`src/rtl/core/bas_pkg.sv`:
```
// Package for the battery alarm state machine: payload structs, state and
// report codes, configuration register indexes. No dependencies.
`default_nettype none

package bas_pkg;

  localparam int unsigned GaugeW    = 5;
  localparam int unsigned CfgIdxW   = 2;
  localparam int unsigned CfgDataW  = 5;
  localparam logic [GaugeW-1:0] GaugeRangeRst = 5'd10;
  localparam logic [GaugeW-1:0] FatalLevelRst = 5'd2;

  typedef enum logic [CfgIdxW-1:0] {
    CFG_GAUGE_RANGE = 2'd0,
    CFG_FATAL_LEVEL = 2'd1
  } cfg_idx_e;

  typedef enum logic [2:0] {
    KIND_GAUGE   = 3'd0,
    KIND_COMMAND = 3'd1,
    KIND_BUTTON  = 3'd2,
    KIND_WAYPT   = 3'd3,
    KIND_TICK    = 3'd4
  } kind_e;

  typedef enum logic [2:0] {
    ST_OK        = 3'd0,
    ST_LOW       = 3'd1,
    ST_LOW_STOP  = 3'd2,
    ST_LOW_RUN   = 3'd3,
    ST_EXCH_CONF = 3'd4,
    ST_EXCHANGE  = 3'd5,
    ST_EXCH_STOP = 3'd6,
    ST_FATAL     = 3'd7
  } alarm_e;

  typedef enum logic [1:0] {
    COL_NORMAL  = 2'd0,
    COL_WARNING = 2'd1,
    COL_ERROR   = 2'd2,
    COL_FATAL   = 2'd3
  } colour_e;

  typedef enum logic [1:0] {
    LVL_INFO  = 2'd0,
    LVL_ERROR = 2'd1,
    LVL_WARN  = 2'd2
  } level_e;

  typedef enum logic [2:0] {
    CODE_NONE       = 3'd0,
    CODE_LOW        = 3'd1,
    CODE_LOW_STOP   = 3'd2,
    CODE_EXCHANGE   = 3'd3,
    CODE_START_BLK  = 3'd4,
    CODE_EXCH_CONF  = 3'd5,
    CODE_EXCH_STOP  = 3'd6,
    CODE_ERROR      = 3'd7
  } code_e;

  typedef enum logic [1:0] {
    CHK_NONE       = 2'd0,
    CHK_CHECK_STOP = 2'd1,
    CHK_CHECK_ONLY = 2'd2,
    CHK_STOP_ONLY  = 2'd3
  } chk_mode_e;

  localparam logic signed [7:0]  CmdRun      = 8'sd1;
  localparam logic signed [7:0]  CmdExchange = 8'sd2;
  localparam logic signed [15:0] BtnPressed  = 16'sd1;

  typedef struct packed {
    logic [2:0]        kind;
    logic signed [7:0] scale_value;
    logic signed [7:0] command_value;
    logic signed [15:0] button_level;
    logic [15:0]       wp_id;
    logic [1:0]        exchange_check_mode;
    logic [4:0]        exchange_limit;
    logic [1:0]        low_check_mode;
    logic [4:0]        low_limit;
  } in_item_t;

  typedef struct packed {
    logic        status_valid;
    logic [2:0]  battery_state;
    logic [4:0]  gauge;
    logic [1:0]  colour;
    logic        monitor_valid;
    logic [1:0]  monitor_level;
    logic [2:0]  monitor_code;
  } out_item_t;

  // Decision for one item, shared by the next-state and output logic.
  typedef struct packed {
    logic   st_emit;
    alarm_e st_val;
    logic   mon_emit;
    level_e mon_lvl;
    code_e  mon_code;
    logic   chk_upd;
  } act_t;

endpackage

`default_nettype wire

```
`src/rtl/core/battery_alarm_state_machine.sv`:
```
// Battery alarm state machine, top level.
// Depends on bas_pkg for payload structs, state and report codes.
//
// Usage:
//  - Input channel (in_valid_i/in_ready_o/in_data_i) takes one item per cycle
//    while in_ready_o is high: gauge update, operator command, start button,
//    waypoint or tick. Output channel (out_valid_o/out_ready_i/out_data_o) gives
//    at most one result item per input item, in order. Gauge updates, waypoints,
//    rejected commands/buttons and unused kinds give nothing.
//  - Config channel (cfg_valid_i/cfg_ready_o) writes gauge_range (index 0) or
//    fatal_level (index 1); always ready. Write only while the block is idle.
//  - Path: an accepted item waits in the input register, is decided by the
//    compare logic, and its result is offered from the result register.
//  - Throughput: one item per cycle unless stalled. The decision is a single
//    pass of compares between the input register and the result register;
//    the alarm state updates in the same cycle; the next item sees it at once.
//  - Receiver stall: the result register holds its item; the input register
//    still takes one more item, then in_ready_o drops until the result leaves.
//  - Reset: alarm state ok, colour normal, gauge and waypoint data zero,
//    gauge_range 10, fatal_level 2, both channels empty.
`default_nettype none

module battery_alarm_state_machine
  import bas_pkg::*;
(
  input  wire logic                clk_i,
  input  wire logic                rst_ni,
  input  wire logic                in_valid_i,
  output logic                     in_ready_o,
  input  wire in_item_t            in_data_i,
  output logic                     out_valid_o,
  input  wire logic                out_ready_i,
  output out_item_t                out_data_o,
  input  wire logic                cfg_valid_i,
  output logic                     cfg_ready_o,
  input  wire logic [CfgIdxW-1:0]  cfg_index_i,
  input  wire logic [CfgDataW-1:0] cfg_data_i
);

  // configuration
  logic [GaugeW-1:0] range_q, fatal_q;

  // input register
  logic     in_valid_q;
  in_item_t in_q;

  // result register
  logic      out_valid_q;
  out_item_t out_q;

  // block state
  alarm_e            alarm_q, alarm_d;
  logic [1:0]        colour_q, colour_d;
  logic [1:0]        lvl_q;
  logic [2:0]        code_q;
  logic [GaugeW-1:0] gauge_q, gauge_d;
  logic [15:0]       here_q, checked_q;
  logic [1:0]        exch_mode_q, low_mode_q;
  logic [4:0]        exch_lim_q, low_lim_q;

  logic      out_free, fire;
  act_t      act;
  out_item_t res;

  assign out_free    = !out_valid_q || out_ready_i;
  assign fire        = in_valid_q && out_free;
  assign in_ready_o  = !in_valid_q || out_free;
  assign cfg_ready_o = 1'b1;
  assign out_valid_o = out_valid_q;
  assign out_data_o  = out_q;

  // ---------------------------------------------------------------------
  // Configuration writes
  // ---------------------------------------------------------------------
  always_ff @(posedge clk_i or negedge rst_ni) begin
    if (!rst_ni) begin
      range_q <= GaugeRangeRst;
      fatal_q <= FatalLevelRst;
    end else if (cfg_valid_i) begin
      unique case (cfg_idx_e'(cfg_index_i))
        CFG_GAUGE_RANGE: range_q <= cfg_data_i;
        CFG_FATAL_LEVEL: fatal_q <= cfg_data_i;
        default: ;
      endcase
    end
  end

  // ---------------------------------------------------------------------
  // Input register
  // ---------------------------------------------------------------------
  always_ff @(posedge clk_i or negedge rst_ni) begin
    if (!rst_ni) begin
      in_valid_q <= 1'b0;
    end else if (in_ready_o) begin
      in_valid_q <= in_valid_i;
    end
  end

  always_ff @(posedge clk_i) begin
    if (in_valid_i && in_ready_o) begin
      in_q <= in_data_i;
    end
  end

  // ---------------------------------------------------------------------
  // Gauge clamp to 0..range (signed reading against unsigned range)
  // ---------------------------------------------------------------------
  always_comb begin
    gauge_d = gauge_q;
    if (fire && kind_e'(in_q.kind) == KIND_GAUGE) begin
      priority if (in_q.scale_value >= $signed({3'b000, range_q})) begin
        gauge_d = range_q;
      end else if (in_q.scale_value <= 8'sd0) begin
        gauge_d = '0;
      end else begin
        gauge_d = in_q.scale_value[GaugeW-1:0];
      end
    end
  end

  // ---------------------------------------------------------------------
  // Rule evaluation: decides the status/monitor reports for one item
  // ---------------------------------------------------------------------
  logic exch_hit, low_hit;

  always_comb begin
    unique case (chk_mode_e'(exch_mode_q))
      CHK_CHECK_STOP, CHK_CHECK_ONLY: exch_hit = (gauge_q <= exch_lim_q);
      CHK_STOP_ONLY:                  exch_hit = (alarm_q == ST_EXCHANGE);
      default:                        exch_hit = 1'b0;
    endcase
    unique case (chk_mode_e'(low_mode_q))
      CHK_CHECK_STOP, CHK_CHECK_ONLY: low_hit = (gauge_q <= low_lim_q);
      CHK_STOP_ONLY:                  low_hit = (alarm_q == ST_LOW);
      default:                        low_hit = 1'b0;
    endcase
  end

  always_comb begin
    act          = '0;
    act.st_val   = alarm_q;
    act.mon_lvl  = level_e'(lvl_q);
    act.mon_code = code_e'(code_q);
    if (fire) begin
      unique case (kind_e'(in_q.kind))
        KIND_COMMAND: begin
          if (alarm_q == ST_LOW_STOP) begin
            if (in_q.command_value == CmdRun) begin
              act.st_emit  = 1'b1;
              act.st_val   = ST_LOW_RUN;
              act.mon_emit = 1'b1;
              act.mon_lvl  = LVL_INFO;
              act.mon_code = CODE_NONE;
            end else if (in_q.command_value == CmdExchange) begin
              act.st_emit  = 1'b1;
              act.st_val   = ST_EXCH_CONF;
              act.mon_emit = 1'b1;
              act.mon_lvl  = LVL_WARN;
              act.mon_code = CODE_EXCH_CONF;
            end
          end
        end
        KIND_BUTTON: begin
          if (alarm_q == ST_LOW_STOP && in_q.button_level == BtnPressed) begin
            act.mon_emit = 1'b1;
            act.mon_lvl  = LVL_WARN;
            act.mon_code = CODE_START_BLK;
          end
        end
        KIND_TICK: begin
          act.st_emit = 1'b1;
          priority if (gauge_q == '0) begin
            act.st_val = ST_OK;
          end else if (alarm_q != ST_OK && here_q == checked_q) begin
            // still on the same waypoint: repeat last reports
            act.mon_emit = 1'b1;
          end else begin
            act.chk_upd = 1'b1;
            priority if (gauge_q <= fatal_q) begin
              act.st_val   = ST_FATAL;
              act.mon_emit = 1'b1;
              act.mon_lvl  = LVL_ERROR;
              act.mon_code = CODE_ERROR;
            end else if (exch_hit) begin
              act.mon_emit = 1'b1;
              if (chk_mode_e'(exch_mode_q) == CHK_CHECK_ONLY) begin
                act.st_val   = ST_EXCHANGE;
                act.mon_lvl  = LVL_WARN;
                act.mon_code = CODE_EXCHANGE;
              end else begin
                act.st_val   = ST_EXCH_STOP;
                act.mon_lvl  = LVL_ERROR;
                act.mon_code = CODE_EXCH_STOP;
              end
            end else if (low_hit) begin
              act.mon_emit = 1'b1;
              act.mon_lvl  = LVL_WARN;
              if (chk_mode_e'(low_mode_q) == CHK_CHECK_ONLY) begin
                act.st_val   = ST_LOW;
                act.mon_code = CODE_LOW;
              end else begin
                act.st_val   = ST_LOW_STOP;
                act.mon_code = CODE_LOW_STOP;
              end
            end else if (alarm_q == ST_OK || alarm_q == ST_LOW_RUN) begin
              act.st_val = ST_OK;
            end else begin
              act.mon_emit = 1'b1;    // hold current alarm
            end
          end
        end
        default: ;
      endcase
    end
  end

  // next state
  always_comb begin
    alarm_d = act.st_emit ? act.st_val : alarm_q;
  end

  // outputs: sticky colour and the result item
  always_comb begin
    unique case (alarm_d)
      ST_LOW, ST_LOW_STOP:       colour_d = COL_WARNING;
      ST_EXCHANGE, ST_EXCH_STOP: colour_d = COL_ERROR;
      ST_FATAL:                  colour_d = COL_FATAL;
      default:                   colour_d = colour_q;
    endcase
    res = '0;
    if (act.st_emit) begin
      res.status_valid  = 1'b1;
      res.battery_state = alarm_d;
      res.gauge         = gauge_q;
      res.colour        = colour_d;
    end
    if (act.mon_emit) begin
      res.monitor_valid = 1'b1;
      res.monitor_level = act.mon_lvl;
      res.monitor_code  = act.mon_code;
    end
  end

  // ---------------------------------------------------------------------
  // State registers
  // ---------------------------------------------------------------------
  always_ff @(posedge clk_i or negedge rst_ni) begin
    if (!rst_ni) begin
      alarm_q     <= ST_OK;
      colour_q    <= COL_NORMAL;
      lvl_q       <= LVL_INFO;
      code_q      <= CODE_NONE;
      gauge_q     <= '0;
      here_q      <= '0;
      checked_q   <= '0;
      exch_mode_q <= CHK_NONE;
      exch_lim_q  <= '0;
      low_mode_q  <= CHK_NONE;
      low_lim_q   <= '0;
    end else begin
      alarm_q <= alarm_d;
      gauge_q <= gauge_d;
      if (act.st_emit) begin
        colour_q <= colour_d;
      end
      if (act.mon_emit) begin
        lvl_q  <= act.mon_lvl;
        code_q <= act.mon_code;
      end
      if (act.chk_upd) begin
        checked_q <= here_q;
      end
      if (fire && kind_e'(in_q.kind) == KIND_WAYPT) begin
        here_q      <= in_q.wp_id;
        exch_mode_q <= in_q.exchange_check_mode;
        exch_lim_q  <= in_q.exchange_limit;
        low_mode_q  <= in_q.low_check_mode;
        low_lim_q   <= in_q.low_limit;
      end
    end
  end

  // ---------------------------------------------------------------------
  // Result register
  // ---------------------------------------------------------------------
  always_ff @(posedge clk_i or negedge rst_ni) begin
    if (!rst_ni) begin
      out_valid_q <= 1'b0;
    end else if (fire) begin
      out_valid_q <= act.st_emit || act.mon_emit;
    end else if (out_ready_i) begin
      out_valid_q <= 1'b0;
    end
  end

  always_ff @(posedge clk_i) begin
    if (fire) begin
      out_q <= res;
    end
  end

  // ---------------------------------------------------------------------
  // Assertions
  // ---------------------------------------------------------------------
  a_tick_gives_result: assert property (@(posedge clk_i) disable iff (!rst_ni)
    fire && kind_e'(in_q.kind) == KIND_TICK |=> out_valid_q && out_q.status_valid)
    else $error("tick did not produce a status item");

  a_no_empty_result: assert property (@(posedge clk_i) disable iff (!rst_ni)
    out_valid_q |-> out_q.status_valid || out_q.monitor_valid)
    else $error("result item carries no report");

  a_fatal_colour: assert property (@(posedge clk_i) disable iff (!rst_ni)
    out_valid_q && out_q.status_valid && out_q.battery_state == ST_FATAL
      |-> out_q.colour == COL_FATAL)
    else $error("fatal status without fatal colour");

  a_monitor_only_button: assert property (@(posedge clk_i) disable iff (!rst_ni)
    out_valid_q && !out_q.status_valid |-> out_q.monitor_code == CODE_START_BLK)
    else $error("monitor-only item is not a blocked start");

endmodule

`default_nettype wire
```
`config.mk`:
```
export PLATFORM = sky130hd
export DESIGN_NAME = battery_alarm_state_machine
export DESIGN_NICKNAME = d
export VERILOG_FILES = /design/src/rtl/core/bas_pkg.sv /design/src/rtl/core/battery_alarm_state_machine.sv
export SDC_FILE = /design/constraint.sdc
export NUM_CORES = 1
export LEC_CHECK = 0
export ABC_AREA = 1
export BUFFER_PORTS_ARGS = -buffer_cell sky130_fd_sc_hd__buf_2
export CAP_MARGIN = 40
export CORE_MARGIN = 2
export CORE_UTILIZATION = 59
export CTS_BUF_LIST = sky130_fd_sc_hd__clkbuf_4 sky130_fd_sc_hd__clkbuf_8
export CTS_CLUSTER_SIZE = 40
export DETAILED_ROUTE_END_ITERATION = 10
export PLACE_DENSITY = 0.82
export SETUP_SLACK_MARGIN = 0.3
export SLEW_MARGIN = 20
export SYNTH_ARGS = -nofsm -noshare
export SYNTH_HDL_FRONTEND = slang
export SYNTH_SLANG_ARGS = --single-unit
```
`constraint.sdc`:
```
create_clock -name clk_i -period 3.09 [get_ports clk_i]
set_input_delay 0.618 -clock clk_i [delete_from_list [all_inputs] [get_ports clk_i]]
set_output_delay 0.618 -clock clk_i [all_outputs]
set_load 0.02 [all_outputs]
```
==> results.py, run 1 <==
metrics = {
    "setup_path": {
        "rrSetupSlack_ps": 480,
        "cp.required_ps": 3310,
        "cpMaxStageDelayCell": "dfrtp_1",
        "end_kind": "flip-flop",
        "critical_path_depth": 16,
        "cp_max_fo": 8,
        "crit_family": "simple AND/OR/NAND/NOR gates",
        "worstPathBufferInverterCount": 2,
        "arrival_ps": 2830,
        "criticalPathCategory": "flip-flop to flip-flop",
        "crit_chain": "ha_1, nand2_1, nor2_1, nand2_1, nand3_1, nand2_1, nand2_1, nand2_1, nand2_1, nand2_1, o21ai_1, o21ai_1, o21ai_2, inv_2, o21ai_1, inv_1",
        "critPathLaunchType": "flip-flop",
        "crit_path_max_incr_delay_ps": 430,
        "cp_common_cell": "nand2_1",
        "worstRegToRegCells": 16,
    },
    "floorplan": {
        "ios": 97,
        "die_area_um2": 12700,
        "core_um2": 11500,
        "rows": 39,
        "die_h_um": 113,
        "die_w_um": 113,
        "start_util": 0.607,
    },
    "clocking": {
        "numCtsBuffers": 17,
        "cts_tree": "yes",
        "clock-sinks": 155,
        "htreeDepth": 4,
        "clk_pin_slew_ps": 80,
        "postCtsSetupRepairBufs": 0,
        "clk_latency_ps": 470,
        "cts-root-buf": "clkbuf_8",
        "cts.repair.resized": 0,
        "hold_buffers": 0,
        "clockBufferDepth": 2,
    },
    "power_and_ir_drop": {
        "p_clk_frac": 0.240,
        "total_leakage_power_nw": 3.85,
        "p_int_mw": 3.93,
        "swShare": 0.347,
        "vdd.ir_drop.worst_mv": 0.467,
        "power_mw": 6.02,
        "p_comb_frac": 0.288,
        "power.density_nw_per_um2": 747,
        "switchingPower_mw": 2.09,
        "p_seq_frac": 0.472,
    },
    "final_layout": {
        "nFillCells": 861,
        "seqCellArea_um2": 4290,
        "final_cell_mix": "nand2_1 (174), buf_2 (95), inv_1 (94)",
        "final_cell_area_um2": 8060,
        "final_common_cell": "nand2_1",
        "multi_input_area_um2": 2220,
        "syn_to_final_growth_pct": 15.8,
        "drive_gt1_frac": 0.220,
        "insertedDiodeCount": 0,
        "num-nets-final": 913,
    },
    "timing": {
        "rsz0062_at_grt": "false",
        "max_freq_ghz": 0.383,
        "fin_worst_skew_ps": 13.9,
        "slew_violations": 0,
        "setup-tns-final_ps": 0,
        "min_period_ps": 2610,
        "worst_pin_slew_ps": 543,
        "setup-violations-final": 0,
        "period_share": 0.845,
        "hold_viol": 0,
        "fin_ws_ps": 479,
        "slew_headroom": 0.637,
    },
    "placement": {
        "dpl.hpwl_um": 10200,
        "place_area_um2": 7660,
        "gp_congestion": 0.908,
        "port_buffers": 95,
        "pre_cts_slack_ps": 512,
    },
    "synth": {
        "syn_area_um2": 6960,
        "synthAdderAreaFrac": 0.0467,
        "synth_nets": 801,
        "synthXorXnorAreaFrac": 0.0113,
        "synth.area.top_cells": "edfxtp_1 (35%), dfrtp_1 (25%), nand2_1 (9.4%)",
        "yosysTopAreaCellShare": 0.354,
        "synth-seq-cells": 155,
        "avgSynthCellArea_um2": 9.98,
        "synth_edf_count": 82,
        "async_flop_share": 0.471,
        "ys.flop_type": "edfxtp_1",
        "synth_top_family_by_area": "simple AND/OR/NAND/NOR gates",
        "yosysWarnings": 0,
        "synth-compound-area-share": 0.0825,
        "muxShareOfSynthArea": 0.00323,
        "yosysUniqueCellTypes": 41,
        "synthCells": 698,
        "ys_seq_area_frac": 0.617,
        "yosys.area_share.simple": 0.173,
        "synth_top_area_cell": "edfxtp_1",
    },
    "routing": {
        "firstDrtPassIters": 5,
        "vias_per_cell": 5.22,
        "drt_iter0_markers": 402,
        "ant_nets": 0,
        "drc": 0,
        "wl_per_cell_um": 14.5,
        "vias": 5042,
        "wl_um": 14000,
    },
    "hold_path": {
        "min_path_type": "primary input to flip-flop",
        "min_path_cells": 1,
    },
    "global_routing": {
        "grt_pass1_vias": 5063,
        "antenna_found_initial": 0,
        "grt_max_degree": 66,
        "grt_overflow": 0,
        "grt_pass1_wl_um": 23400,
        "track_usage": 0.235,
    },
    "flow_run": {
        "cap_violations": 0,
    },
    "status": {
        "status": "completed",
    },
}
[cells by family (layout without fill, tap and decap cells)]
kind of cell,Yosys count,after routing
other,1,1
xor gates and xnor gates,9,9
buffers and inverters,122,247
DFF,155,155
and+or+nand+nor,277,277
AOI/OAI and AO/OA,106,106
adders and majority gates,26,26
muxes,2,2
[per-stage QoR]
stage	utilization	hold slack [ps]	std cells
2_1_floorplan	-	322	698
3_3_place_gp	0.668	435	932
3_5_place_dp	0.668	443	932
4_1_cts	0.700	261	964
5_1_grt	0.703	299	966
6_report	0.703	326	966
[worst paths after layout]
path | from | endpoint
worst min-delay path | in_data_i[42] | in_q[42]
max in group asynchronous | rst_ni | range_q[3]
worst max register to register | gauge_q[4] | out_data_o[2]
min in group asynchronous | rst_ni | exch_lim_q[2]
worst max-delay path | gauge_q[4] | out_data_o[2]
worst min register to register | in_q[8] | exch_lim_q[1]
[cell usage after synthesis, types with 9 or more instances]
master	count
inv_1	95
nand2_1	174
nor2_1	30
ha_1	26
inv_2	16
dfrtp_1	70
o21ai_1	10
o21ai_0	70
edfxtp_1	82
a21oi_1	14
clkbuf_1	9
nand3_1	32
[sequential cells by signal, indices dropped and copies added, names as in the netlist, 3 cells and up]
signal,count
gauge_q,5
range_q,5
here_q,16
low_lim_q,5
fatal_q,5
exch_lim_q,5
alarm_q,3
in_q,65
checked_q,16
code_q,3
out_data_o,17
[layout make-up]
class | count | area share
sequential | 155 | 0.533
multi-input combinational | 421 | 0.275
timing repair buffer | 104 | 0.0723
inverter | 111 | 0.0517
clock buffer | 22 | 0.0352
tap | 143 | 0.0222
clock inverter | 10 | 0.0112
[per-layer routing]
layer,global-route usage,part of all wire,vias to the layer above
met4,0.0870,0.018,0
met1,0.301,0.44,2383
met2,0.395,0.50,134
met3,0.0545,0.044,23
li1,-,-,2502
met5,0,0,-
[power by group through the flow]
stage | registers [mW] | clock network, mW | logic (mW)
floorplan | 2.85 | 0 | 1.22
CTS | 2.84 | 1.47 | 1.73
global route | 2.89 | 1.55 | 1.99
finish | 2.84 | 1.45 | 1.73
global placement | 2.85 | 0 | 1.65
detailed placement | 2.87 | 0 | 1.71
Note: power is estimated with default switching activity, not from simulation.
==> inputs of run 2 (changes only) <==
--- a/config.mk
+++ b/config.mk
@@ -5,15 +5,15 @@
 export SDC_FILE = /design/constraint.sdc
 export NUM_CORES = 1
 export LEC_CHECK = 0
-export ABC_AREA = 1
+export ABC_AREA = 0
 export BUFFER_PORTS_ARGS = -buffer_cell sky130_fd_sc_hd__buf_2
 export CAP_MARGIN = 40
 export CORE_MARGIN = 2
-export CORE_UTILIZATION = 59
+export CORE_UTILIZATION = 54
 export CTS_BUF_LIST = sky130_fd_sc_hd__clkbuf_4 sky130_fd_sc_hd__clkbuf_8
 export CTS_CLUSTER_SIZE = 40
 export DETAILED_ROUTE_END_ITERATION = 10
-export PLACE_DENSITY = 0.82
+export PLACE_DENSITY = 0.79
 export SETUP_SLACK_MARGIN = 0.3
 export SLEW_MARGIN = 20
 export SYNTH_ARGS = -nofsm -noshare
==> constraint.sdc (replaced) <==
create_clock -name clk_i -period 2.4 [get_ports clk_i]
set_input_delay 0.48 -clock clk_i [delete_from_list [all_inputs] [get_ports clk_i]]
set_output_delay 0.48 -clock clk_i [all_outputs]
set_load 0.02 [all_outputs]
==> run 2 against run 1 <==
  * The run now ends with setup timing left
  * Design area grew 9.5%
  * Combinational power up 49%
  * Power up 32%
  * Synthesized cell count decreased by 27%
  * Largest cell class unchanged
  * Sequential share of layout area fell by 4.5 points
==> results.py, run 2 <==
metrics = {
    "setup_path": {
        "worstRegToRegCells": 10,
        "r2r-end": "out_data_o[7]",
        "criticalPathCategory": "flip-flop to flip-flop",
        "cp.required_ps": 2620,
        "worstSetupEndpoint": "out_data_o[7]",
        "critPathLaunchType": "flip-flop",
        "r2r_start": "checked_q[0]",
        "setup.worst_path.start": "checked_q[0]",
        "end_kind": "flip-flop",
        "rrSetupSlack_ps": -290,
        "arrival_ps": 2910,
        "cp_max_fo": 7,
    },
    "placement": {
        "place_area_um2": 8090,
        "gp_congestion": 0.877,
        "pre_cts_slack_ps": -338,
        "port_buffers": 95,
        "dpl.hpwl_um": 10200,
    },
    "global_routing": {
        "grt_pass1_vias": 4784,
        "grt_overflow": 0,
        "use_met1": 0.299,
        "gr-usage-met2": 0.370,
        "grt.met3_usage": 0.0555,
        "grt_pass1_wl_um": 23100,
        "track_usage": 0.229,
        "grt_max_degree": 51,
        "antenna_found_initial": 0,
        "grt.busiest_layer": "met2",
    },
    "clocking": {
        "htreeDepth": 4,
        "clk_latency_ps": 470,
        "cts_tree": "yes",
        "hold_buffers": 0,
        "clockBufferDepth": 2,
        "clk_pin_slew_ps": 80,
        "cts-root-buf": "clkbuf_8",
        "numCtsBuffers": 17,
        "clock-sinks": 155,
    },
    "synth": {
        "synth-seq-cells": 155,
        "ys_seq_area_frac": 0.631,
        "synth_most_common_cell": "edfxtp_1",
        "avgSynthCellArea_um2": 13.3,
        "syn_area_um2": 6800,
        "synth_nets": 613,
        "synth.area.top_cells": "edfxtp_1 (36%), dfrtp_1 (26%), mux2_2 (6.8%)",
        "synth_edf_count": 82,
        "async_flop_share": 0.471,
        "synth_commonest_cells": "edfxtp_1 (82), dfrtp_1 (70), mux2_2 (41), o21ai_0 (35), nand2_1 (34)",
        "ys.flop_type": "edfxtp_1",
        "yosysWarnings": 0,
        "synth_top_area_cell": "edfxtp_1",
        "synthCells": 510,
        "yosysUniqueCellTypes": 70,
        "yosysTopAreaCellShare": 0.362,
    },
    "status": {
        "status": "complete, but fails checks",
        "violations": "setup timing",
    },
    "floorplan": {
        "rows": 40,
        "die_w_um": 116,
        "ios": 97,
        "die_h_um": 116,
        "die_area_um2": 13500,
        "core_um2": 12200,
        "start_util": 0.559,
    },
    "timing": {
        "slew_violations": 0,
        "period_share": 1.12,
        "fin_worst_skew_ps": 16.3,
        "setup-violations-final": 19,
        "slew_headroom": 0.604,
        "worst_pin_slew_ps": 593,
        "fin_ws_ps": -292,
        "whs_ps": 17.0,
        "min_period_ps": 2690,
        "max_freq_ghz": 0.371,
        "hold_viol": 0,
        "setup-tns-final_ps": -3780,
        "rsz0062_at_grt": "true",
    },
    "final_layout": {
        "final_cell_mix": "buf_2 (95), edfxtp_1 (82), buf_4 (73)",
        "drive_gt1_frac": 0.468,
        "final_util": 0.726,
        "nFillCells": 816,
        "syn_to_final_growth_pct": 29.8,
        "regMostFlops": "in_q",
        "final_cell_area_um2": 8820,
        "largest_register_ffs": 65,
        "insertedDiodeCount": 0,
        "num-nets-final": 800,
        "final_common_cell": "buf_2",
    },
    "routing": {
        "drc": 0,
        "vias_per_cell": 5.25,
        "wl_per_cell_um": 16.1,
        "ant_nets": 0,
        "drt_iter0_markers": 220,
        "vias": 4609,
        "firstDrtPassIters": 4,
        "wl_um": 14200,
    },
    "power_and_ir_drop": {
        "total_leakage_power_nw": 3.80,
        "power.density_nw_per_um2": 902,
        "vdd.ir_drop.worst_mv": 0.543,
    },
    "hold_path": {
        "min_path_type": "primary input to async pin",
    },
    "flow_run": {
        "cap_violations": 0,
    },
}
run 2: changes by cell type after synthesis, moves of 5 or more:
cell	previous run	this run
nand2_1	174	34
inv_1	95	30
mux2_2	2	41
o21ai_0	70	35
nand3_1	32	3
xor2_1	3	18
inv_2	16	2
nand2b_1	0	9
o21ai_1	10	1
and2_1	0	8
nand2_2	8	1
nor2b_1	0	6
xnor2_1	6	1
run 2: timing repair:
action,CTS,global route
pin swaps,15,16
endpoints found under the setup margin,42,43
gates resized for setup,32,31
gates cloned,1,0
buffers inserted,11,3
run 2: cells by family after synthesis:
logic type,synth area share
flip-flops,0.631
AND/OR/NAND/NOR,0.101
AO/OA/AOI/OAI,0.0920
multiplexers,0.0760
buffers and inverters,0.0265
adder cells (fa/ha/maj),0.0478
XOR/XNOR,0.0245
other,0.000552
run 2: stage by stage:
stage | power, mW | std cells
after global placement | 5.69 | 831
after floorplan | 4.90 | 510
after detailed placement | 5.82 | 831
after global routing | 8.40 | 878
final | 7.96 | 878
after CTS | 7.82 | 875
run 2: worst min-delay path by stage:
stage	endpoint	cells past startpoint
final	low_lim_q[2]	1
after global routing	low_lim_q[1]	1
after CTS	exch_lim_q[1]	1
after detailed placement	exch_lim_q[2]	2
after global placement	low_mode_q[1]	2
after floorplan	alarm_q[0]	0
run 2: area by class of cell:
class / instances / area (um2) / area share
Clock inverter: 13 / 119 / 0.0135
Tap cell: 168 / 210 / 0.0238
Multi-Input combinational cell: 311 / 2650 / 0.300
Clock buffer: 19 / 249 / 0.0282
Timing Repair Buffer: 179 / 1170 / 0.133
Sequential cell: 155 / 4300 / 0.487
Inverter: 33 / 126 / 0.0143
run 2: where the power goes:
group / internal, mW / switching (mW) / leakage [nW]
Clock: 0.846 / 0.973 / 0.181
Combinational: 1.33 / 1.24 / 1.92
Sequential: 3.29 / 0.288 / 1.71
Total: 5.46 / 2.50 / 3.80
run 2: critical path, stage by stage (launching register included):
cell and delay (ps):
dfrtp_1 390, xor2_1 180, nor4_2 290, nand4_1 130, or4_4 430, buf_6 150
o21a_4 230, o211ai_4 260, xnor2_2 140, a22oi_2 180, nor2_1 60
run 2: per-layer routing:
metal	vias to the layer above	share of wire
met3	29	0.042
met2	131	0.49
met1	2230	0.44
met5	-	0
li1	2219	-
met4	0	0.023
==> inputs of run 3 (changes only) <==
--- a/config.mk
+++ b/config.mk
@@ -15,6 +15,7 @@
 export DETAILED_ROUTE_END_ITERATION = 10
 export PLACE_DENSITY = 0.79
 export SETUP_SLACK_MARGIN = 0.3
+export SKIP_CTS_REPAIR_TIMING = 1
 export SLEW_MARGIN = 20
 export SYNTH_ARGS = -nofsm -noshare
 export SYNTH_HDL_FRONTEND = slang
==> run 3 against run 2 <==
  * The run still ends with setup timing left
  * Worst setup slack lost 24 ps
  * Flip-flop and latch count unchanged
  * Critical path depth unchanged
  * Core utilization fell by 0.68 points
  * First-iteration DRC count grew 2.7%
  * Clock skew decreased by 3.4 ps
  * Sequential share of layout area grew 0.43 points
  * Count of clock-buffer cells in the layout is the same
==> results.py, run 3 (synthesis gave the netlist of run 2 again) <==
metrics = {
    "status": {
        "status": "complete, but fails checks",
        "violations": "setup timing",
    },
    "setup_path": {
        "rrSetupSlack_ps": -320,
        "end_kind": "flip-flop",
        "cp.required_ps": 2620,
        "crit_path_max_incr_delay_ps": 430,
        "worstPathBufferInverterCount": 1,
        "arrival_ps": 2940,
        "criticalPathCategory": "flip-flop to flip-flop",
        "critPathLaunchType": "flip-flop",
        "cpMaxStageDelayCell": "or4_4",
        "crit_family": "simple AND/OR/NAND/NOR gates",
        "cp_max_fo": 6,
        "crit_chain": "xor2_2, nor4_2, nand4_1, or4_4, buf_6, o21a_4, o221ai_4, xnor2_2, a22oi_2, nor2_1",
    },
    "timing": {
        "hold_viol": 0,
        "fin_worst_skew_ps": 12.9,
        "fin_ws_ps": -316,
        "max_freq_ghz": 0.368,
        "worst_pin_slew_ps": 587,
        "setup-violations-final": 36,
        "min_period_ps": 2720,
        "rsz0062_at_grt": "true",
        "slew_violations": 0,
        "slew_headroom": 0.609,
        "period_share": 1.13,
    },
    "routing": {
        "drt_iter0_markers": 226,
        "wl_per_cell_um": 16.0,
        "vias_per_cell": 5.24,
        "firstDrtPassIters": 4,
        "drc": 0,
        "wl_um": 14000,
        "vias": 4584,
        "ant_nets": 0,
    },
    "global_routing": {
        "grt_overflow": 0,
        "track_usage": 0.222,
        "grt_pass1_wl_um": 22400,
        "grt_pass1_vias": 4610,
        "antenna_found_initial": 0,
        "grt_max_degree": 51,
    },
    "floorplan": {
        "ios": 97,
        "start_util": 0.559,
        "die_w_um": 116,
        "rows": 40,
        "core_um2": 12200,
        "die_area_um2": 13500,
        "die_h_um": 116,
    },
    "final_layout": {
        "final_cell_mix": "buf_2 (97), edfxtp_1 (82), buf_4 (69)",
        "final_common_cell": "buf_2",
        "nFillCells": 833,
        "drive_gt1_frac": 0.454,
        "multi_input_area_um2": 2610,
        "insertedDiodeCount": 0,
        "instances_no_fill": 875,
        "syn_to_final_growth_pct": 28.6,
        "final_cell_area_um2": 8740,
        "num-nets-final": 797,
        "regMostFlops": "in_q",
        "largest_register_ffs": 65,
        "seqCellArea_um2": 4300,
    },
    "clocking": {
        "clock-sinks": 155,
        "clk_latency_ps": 470,
        "numCtsBuffers": 17,
        "cts-root-buf": "clkbuf_8",
        "cts_tree": "yes",
        "clockBufferDepth": 2,
        "htreeDepth": 4,
        "clk_pin_slew_ps": 80,
    },
    "placement": {
        "dp.cells": 831,
        "port_buffers": 95,
        "gp_congestion": 0.877,
        "place_area_um2": 8090,
        "dpl.hpwl_um": 10200,
    },
    "hold_path": {
        "min_path_type": "primary input to async pin",
    },
    "power_and_ir_drop": {
        "vdd.ir_drop.worst_mv": 0.543,
        "total_leakage_power_nw": 3.79,
        "power.density_nw_per_um2": 897,
    },
    "flow_run": {
        "cap_violations": 0,
    },
}
[run 3: path summary, 6_finish.rpt]
kind,from,to,cells after the start
worst min register to register,in_q[9],exch_lim_q[2],2
min in group clk_i,in_data_i[34],in_q[34],1
worst min-delay path,rst_ni,exch_lim_q[3],1
max in group asynchronous,rst_ni,lvl_q[0],2
worst max register to register,here_q[5],out_data_o[7],10
worst max-delay path,here_q[5],out_data_o[7],10
[run 3: area by class of cell]
cell class,count,share of cell area
Tap cell,168,0.0240
Timing Repair Buffer,175,0.129
Multi-Input combinational cell,312,0.299
Sequential cell,155,0.491
Clock inverter,13,0.0136
Inverter,33,0.0145
Clock buffer,19,0.0285
[run 3: power by group]
part | leakage [nW] | switching, mW | total, mW | internal, mW
registers | 1.71 | 0.293 | 3.58 | 3.28
logic | 1.90 | 1.20 | 2.45 | 1.25
clock network | 0.181 | 0.973 | 1.82 | 0.846
total | 3.79 | 2.46 | 7.84 | 5.38
[run 3: routing by layer]
metal	track usage	part of all wire
met4	0.0929	0.023
met1	0.294	0.44
met3	0.0581	0.049
met5	0	0
met2	0.352	0.49
[run 3: stage by stage]
| step | power [mW] | setup slack, ps | hold slack [ps] | TNS [ps] | util |
|---|---|---|---|---|---|
| detailed placement | 5.82 | -338 | 439 | -2610 | 0.665 |
| global placement | 5.69 | -257 | 435 | -2940 | 0.665 |
| CTS | 7.64 | -347 | 1.25 | -3510 | 0.695 |
| global route | 8.28 | -468 | 36.5 | -8840 | 0.719 |
| floorplan | 4.90 | -90.3 | 184 | -200 | - |
| finish | 7.84 | -316 | 9.17 | -4520 | 0.719 |
